`src/hw/rtl/fla_pkg.sv`:
```
// Shared codes and controller/datapath handshake types for the free-list allocator.
package fla_pkg;

  localparam logic OP_ALLOC = 1'b0;
  localparam logic OP_FREE  = 1'b1;

  typedef enum logic [2:0] {
    ST_INIT = 3'b001,
    ST_IDLE = 3'b010,
    ST_READ = 3'b100
  } state_t;

  typedef struct packed {
    logic init_write;   // clearing pass: write one link entry
    logic accept_now;   // request completes this cycle (free or rejected)
    logic start_alloc;  // successful allocate: link read issued
    logic finish_alloc; // link read data present, complete allocate
  } cmd_t;

  typedef struct packed {
    logic init_last;
    logic is_alloc;
    logic alloc_ok;
  } status_t;

endpackage

```
`src/hw/rtl/fla_ctrl.sv`:
```
// Controller: clearing pass, request sequencing and result valid.
module fla_ctrl (
  input  logic             clk,
  input  logic             rst_n,
  input  logic             in_valid,
  output logic             in_ready,
  output logic             out_valid,
  input  logic             out_ready,
  input  fla_pkg::status_t status,
  output fla_pkg::cmd_t    cmd
);

  fla_pkg::state_t state_r, state_nxt;
  logic            out_valid_r, out_valid_nxt;
  logic            accept;

  assign in_ready  = (state_r == fla_pkg::ST_IDLE) && (!out_valid_r || out_ready);
  assign accept    = in_valid && in_ready;
  assign out_valid = out_valid_r;

  always_comb begin
    cmd              = '0;
    cmd.init_write   = (state_r == fla_pkg::ST_INIT);
    cmd.start_alloc  = accept && status.is_alloc && status.alloc_ok;
    cmd.accept_now   = accept && !(status.is_alloc && status.alloc_ok);
    cmd.finish_alloc = (state_r == fla_pkg::ST_READ);
  end

  always_comb begin
    state_nxt = state_r;
    case (state_r)
      fla_pkg::ST_INIT: begin
        if (status.init_last) begin
          state_nxt = fla_pkg::ST_IDLE;
        end
      end
      fla_pkg::ST_IDLE: begin
        if (cmd.start_alloc) begin
          state_nxt = fla_pkg::ST_READ;
        end
      end
      fla_pkg::ST_READ: state_nxt = fla_pkg::ST_IDLE;
      default:          state_nxt = fla_pkg::ST_INIT;
    endcase
  end

  always_comb begin
    out_valid_nxt = out_valid_r;
    if (cmd.accept_now || cmd.finish_alloc) begin
      out_valid_nxt = 1'b1;
    end else if (out_ready) begin
      out_valid_nxt = 1'b0;
    end
  end

  always_ff @(posedge clk) begin
    if (!rst_n) begin
      state_r     <= fla_pkg::ST_INIT;
      out_valid_r <= 1'b0;
    end else begin
      state_r     <= state_nxt;
      out_valid_r <= out_valid_nxt;
    end
  end

endmodule

```
`config.mk`:
```
export PLATFORM = sky130hd
export DESIGN_NAME = fla_ctrl
export DESIGN_NICKNAME = d
export VERILOG_FILES = /design/src/hw/rtl/fla_pkg.sv /design/src/hw/rtl/fla_ctrl.sv
export SDC_FILE = /design/constraint.sdc
export NUM_CORES = 1
export LEC_CHECK = 0
export BUFFER_PORTS_ARGS = -buffer_cell sky130_fd_sc_hd__buf_2
export CAP_MARGIN = 10
export CORE_AREA = 5 5 42 44
export CTS_BUF_LIST = sky130_fd_sc_hd__clkbuf_16
export CTS_CLUSTER_DIAMETER = 100
export DETAILED_ROUTE_END_ITERATION = 8
export DIE_AREA = 0 0 47 49
export GPL_TIMING_DRIVEN = 0
export MAX_ROUTING_LAYER = met4
export SYNTH_ARGS = -nofsm -noshare
export SYNTH_HDL_FRONTEND = slang
export SYNTH_SLANG_ARGS = --single-unit
```
`constraint.sdc`:
```
create_clock -name clk -period 1.9 [get_ports clk]
set_clock_uncertainty 0.1 [all_clocks]
set_input_delay 0 -clock clk [delete_from_list [all_inputs] [get_ports clk]]
set_output_delay 0 -clock clk [all_outputs]
set_load 0.02 [all_outputs]
```
# ---- Yosys cells after proc, flatten, opt, wreduce, memory -nomap -nowiden
# Cells that the tools add are included.
dict set report op_classes {
  n_eq_ne 5
  n_mux 5
  n_reduce_logical 12
}
# operator count
set ops {}
lappend ops {{$pmux 3 s3} 1}
lappend ops {{$logic_and 1x1->1} 6}
lappend ops {{$mux 3} 2}
lappend ops {{$ne 2x2->1 const B} 2}
lappend ops {{$eq 3x1->1 const B} 1}
lappend ops {{$eq 3x2->1 const B} 1}
lappend ops {{$eq 3x3->1 const B} 1}
lappend ops {{$logic_not 1->1} 2}
lappend ops {{$logic_or 1x1->1} 2}
lappend ops {{$mux 1} 2}
lappend ops {{$reduce_and 2->1} 1}
lappend ops {{$reduce_bool 2->1} 1}
dict set report word_totals {
  output_inout_bits 6
  word_cells 24
  input_bits 7
  regBits 4
}

# ---- Depth between registers and ports, before layout
dict set report depth {
  ltp_word 8
  depth_mapped 3
  depth_no_buf 3
}

# ---- Worst setup path before layout
# No wires, ideal clock.
dict set report synth_path {
  path_type {reg2out}
  start {register state_r[2]}
  end {output cmd[2] in the netlist's numbering}
  t_required_ps 1800
  slack_ps 484
  stages_incl_launch_ff 4
  t_arrival_ps 1316
  cell_sequence {dfxtp_1 -> or3b_4 -> nor2_2 -> and3_1}
}
# element line_no
set synth_rtl {}
lappend synth_rtl {{from (decl)} fla_ctrl.sv:13} ;# fla_pkg::state_t state_r, state_nxt;
lappend synth_rtl {{from (signal assigned)} fla_ctrl.sv:58} ;# state_r <= fla_pkg::ST_INIT;
lappend synth_rtl {{from (signal assigned)} fla_ctrl.sv:61} ;# state_r <= state_nxt;
lappend synth_rtl {{to (decl)} fla_ctrl.sv:10} ;# output fla_pkg::cmd_t cmd

==> impl_metrics.yaml <==
final_layout:
  fillers: 165
  multi_input_comb_area_sq_um: 155.1
  n_antenna_cell: 0
  storage_element_area_sq_um: 80.08
  finish.net_count: 54
  layoutNonFillerInstCount: 61
  final_layout_size_suffix_gt1_share_pct: 46.67
  flow.area_growth_from_synthesis_pct: 71.07
  finalCoreUtilization_pct: 30.09
synthesis:
  synthesis.instances: 28
  syn_area_per_cell_sq_um: 8.803
  synth_cell_types: 19
  yosysSeqAreaShare_pct: 32.49
  post_synth_instance_area_sq_um: 246.5
  dominant_cells_by_area_after_synthesis: "sky130_fd_sc_hd__dfxtp_1 (32%), sky130_fd_sc_hd__nor3_4 (6.6%), sky130_fd_sc_hd__o32ai_2 (6.6%), sky130_fd_sc_hd__inv_1 (4.6%), sky130_fd_sc_hd__mux2_2 (4.6%)"
  yosysTopAreaCellShare_pct: 32.49
  ys_async_sr_fraction_pct: 0
  yosys_warnings: 0
  synth_top_area_cell: "sky130_fd_sc_hd__dfxtp_1"
  synth.top_cells.by_count: "sky130_fd_sc_hd__dfxtp_1 (4), sky130_fd_sc_hd__inv_1 (3), sky130_fd_sc_hd__nand2_1 (3), sky130_fd_sc_hd__a21oi_1 (2), sky130_fd_sc_hd__o21ai_0 (2)"
  syn_nets: 35
  post-synth-top-count-cell: "sky130_fd_sc_hd__dfxtp_1"
  synth_enable_flop_cells: 0
  synth-main-ff-cell: "sky130_fd_sc_hd__dfxtp_1"
  synth-seq-cells: 4
critical_path:
  slowest_cell_delay_on_critical_path_ps: 460
  worstPathMaxFanout: 8
  worst-endpoint-arrival_ps: 1450
  timing.critical_path.from_type: "flip-flop"
  critical_path_class: "reg2out"
  worstPathRequired_ps: 1800
  setup.worst_path.end_class: "output port"
  critical_path.slowest_cell: "sky130_fd_sc_hd__or3b_4"
  crit_chain: "or3b_4 -> nor2_2 -> and3_1 -> buf_2"
clock_tree:
  cts.root.buffer_cell: "sky130_fd_sc_hd__clkbuf_16"
  cts_resized: 0
  clock-sinks: 4
  cts_hold_buffers: 2
  ctsLongestPathBuffers: 2
  clock_latency_ps: 220
  clk_transition_reported_paths_ps: 30
  ctsHtreeMaxLevel: 1
  cts_tree: "yes"
  tritoncts.num_buffers: 3
  post-cts-setup-buffer-count: 0
timing:
  total_setup_violations_reported_at_the_end_of_the_flow: 0
  final-max-slew-violation-count: 0
  final.setup.tns_ps: 0
  period_minus_slack_ps: 1546
  slew_headroom_pct: 67.88
  max_freq_ghz: 0.6468
  rsz0062_at_grt: "false"
  fin_hold_ws_ps: 19.05
  max_slew.worst_pin.slew_ps: 480.9
  fin_crit_sh_pct: 81.38
  hold_violations: 0
route:
  violation_count_after_the_first_detailed_routing_iteration: 2
  wirelength_um: 610
  drt_pre_antenna_iters: 2
  drcViolationCount: 0
  detail_route.wl_per_cell_um: 10.00
  vias_per_cell: 4.230
  antenna_violation_net_count_after_detailed_routing: 0
  detailroute.via_count: 258
pwr:
  finalPower_uw: 458.7
  vdd_drop_max_mv: 0.5156
  power_density_mw_per_mm2: 1088
  cellLeakagePower_nw: 0.1999
floorplanning:
  core-area_sq_mm: 0.001401
  die_area_sq_mm: 0.002303
  die_w_um: 47
  start_util_pct: 17.59
  number_of_top_level_pins: 13
  dieHeight_um: 49
  num_rows: 14
global_route:
  grt_start_max_net_pins: 9
  grt_pass1_wl_um: 1028
  globalRoute.totalOverflow: 0
  number_of_global_route_vias_before_repair: 247
  antenna_found_initial: 0
  grt_use_total_pct: 6.431
placement:
  detailedPlacementHpwl_um: 504.1
  port_buffers: 12
  post-place-cells: 56
  gp_congestion: 0.6681
flow_run:
  drv.max_cap_violation_count: 0
outcome:
  outcome: "finished, final reports clean"
worst_hold_path:
  min-delay-path-class: "in2reg"
[kinds of logic after synthesis]
kind of cell	share of synthesized area [%]
DFF	32.49
muxes	8.629
AOI/OAI and AO/OA	17.77
and+or+nand+nor	36.55
buffers and inverters	4.568
[routing by layer]
| metal | global-route usage (%) | up-vias | part of all wire, % |
|---|---|---|---|
| met5 | - | - | 0 |
| met1 | 6.828 | 115 | 44 |
| met4 | 4.147 | 0 | 0 |
| met3 | 3.321 | 0 | 9.8 |
| met2 | 9.050 | 7 | 46 |
| li1 | - | 136 | - |
[final timing paths]
kind,startpoint,end,cells past startpoint,slack [ps]
max,state_r[2]$_SDFFE_PN0P_,cmd[2],4,350
min,status[1],out_valid$_SDFFE_PN0P_,4,20
max reg2reg,state_r[2]$_SDFFE_PN0P_,state_r[1]$_SDFFE_PN0P_,3,570
min reg2reg,state_r[1]$_SDFFE_PN0P_,out_valid$_SDFFE_PN0P_,2,440
[per-stage QoR]
stage	instance area (sq um)	setup slack [ps]
4_1_cts	421.7	346.6
5_1_grt	421.7	275.4
2_1_floorplan	246.5	484.4
3_3_place_gp	326.6	573.7
6_report	421.7	353.9
3_5_place_dp	326.6	569.3
[worst max-delay path, delay by kind of cell (launching register included)]
family | cells | cell delay (ps)
buf+inv | 1 | 150
flops | 1 | 360
simple gates | 3 | 700
[cell usage in the layout (no fill, tap or decap), types with 2 or more instances in the layout]
cell type	netlist	routed
sky130_fd_sc_hd__dlygate4sd3_1	0	2
sky130_fd_sc_hd__nand2_1	3	3
sky130_fd_sc_hd__a21oi_1	2	2
sky130_fd_sc_hd__dfxtp_1	4	4
sky130_fd_sc_hd__o21ai_0	2	2
sky130_fd_sc_hd__inv_1	3	3
sky130_fd_sc_hd__clkbuf_16	0	3
sky130_fd_sc_hd__buf_2	0	12
[state kept, by name, summed over array words and instances (netlist names)]
register,flops
state_r,3
out_valid,1
[report_power, final]
part	internal (mW)	total [mW]	switching, mW	leakage, nW
Sequential	0.0883	0.0927	0.00443	0.0327
Combinational	0.0198	0.0411	0.0213	0.130
Clock	0.269	0.325	0.0562	0.0370
Total	0.377	0.459	0.0819	0.200
[final cells by class]
cell class | instances | share of cell area (%)
Multi-Input combinational cell | 21 | 36.80
Tap cell | 16 | 4.748
Sequential cell | 4 | 18.99
Clock buffer | 3 | 17.80
Inverter | 3 | 2.671
Timing Repair Buffer | 14 | 18.99
Note: power is estimated with default switching activity, not from simulation.
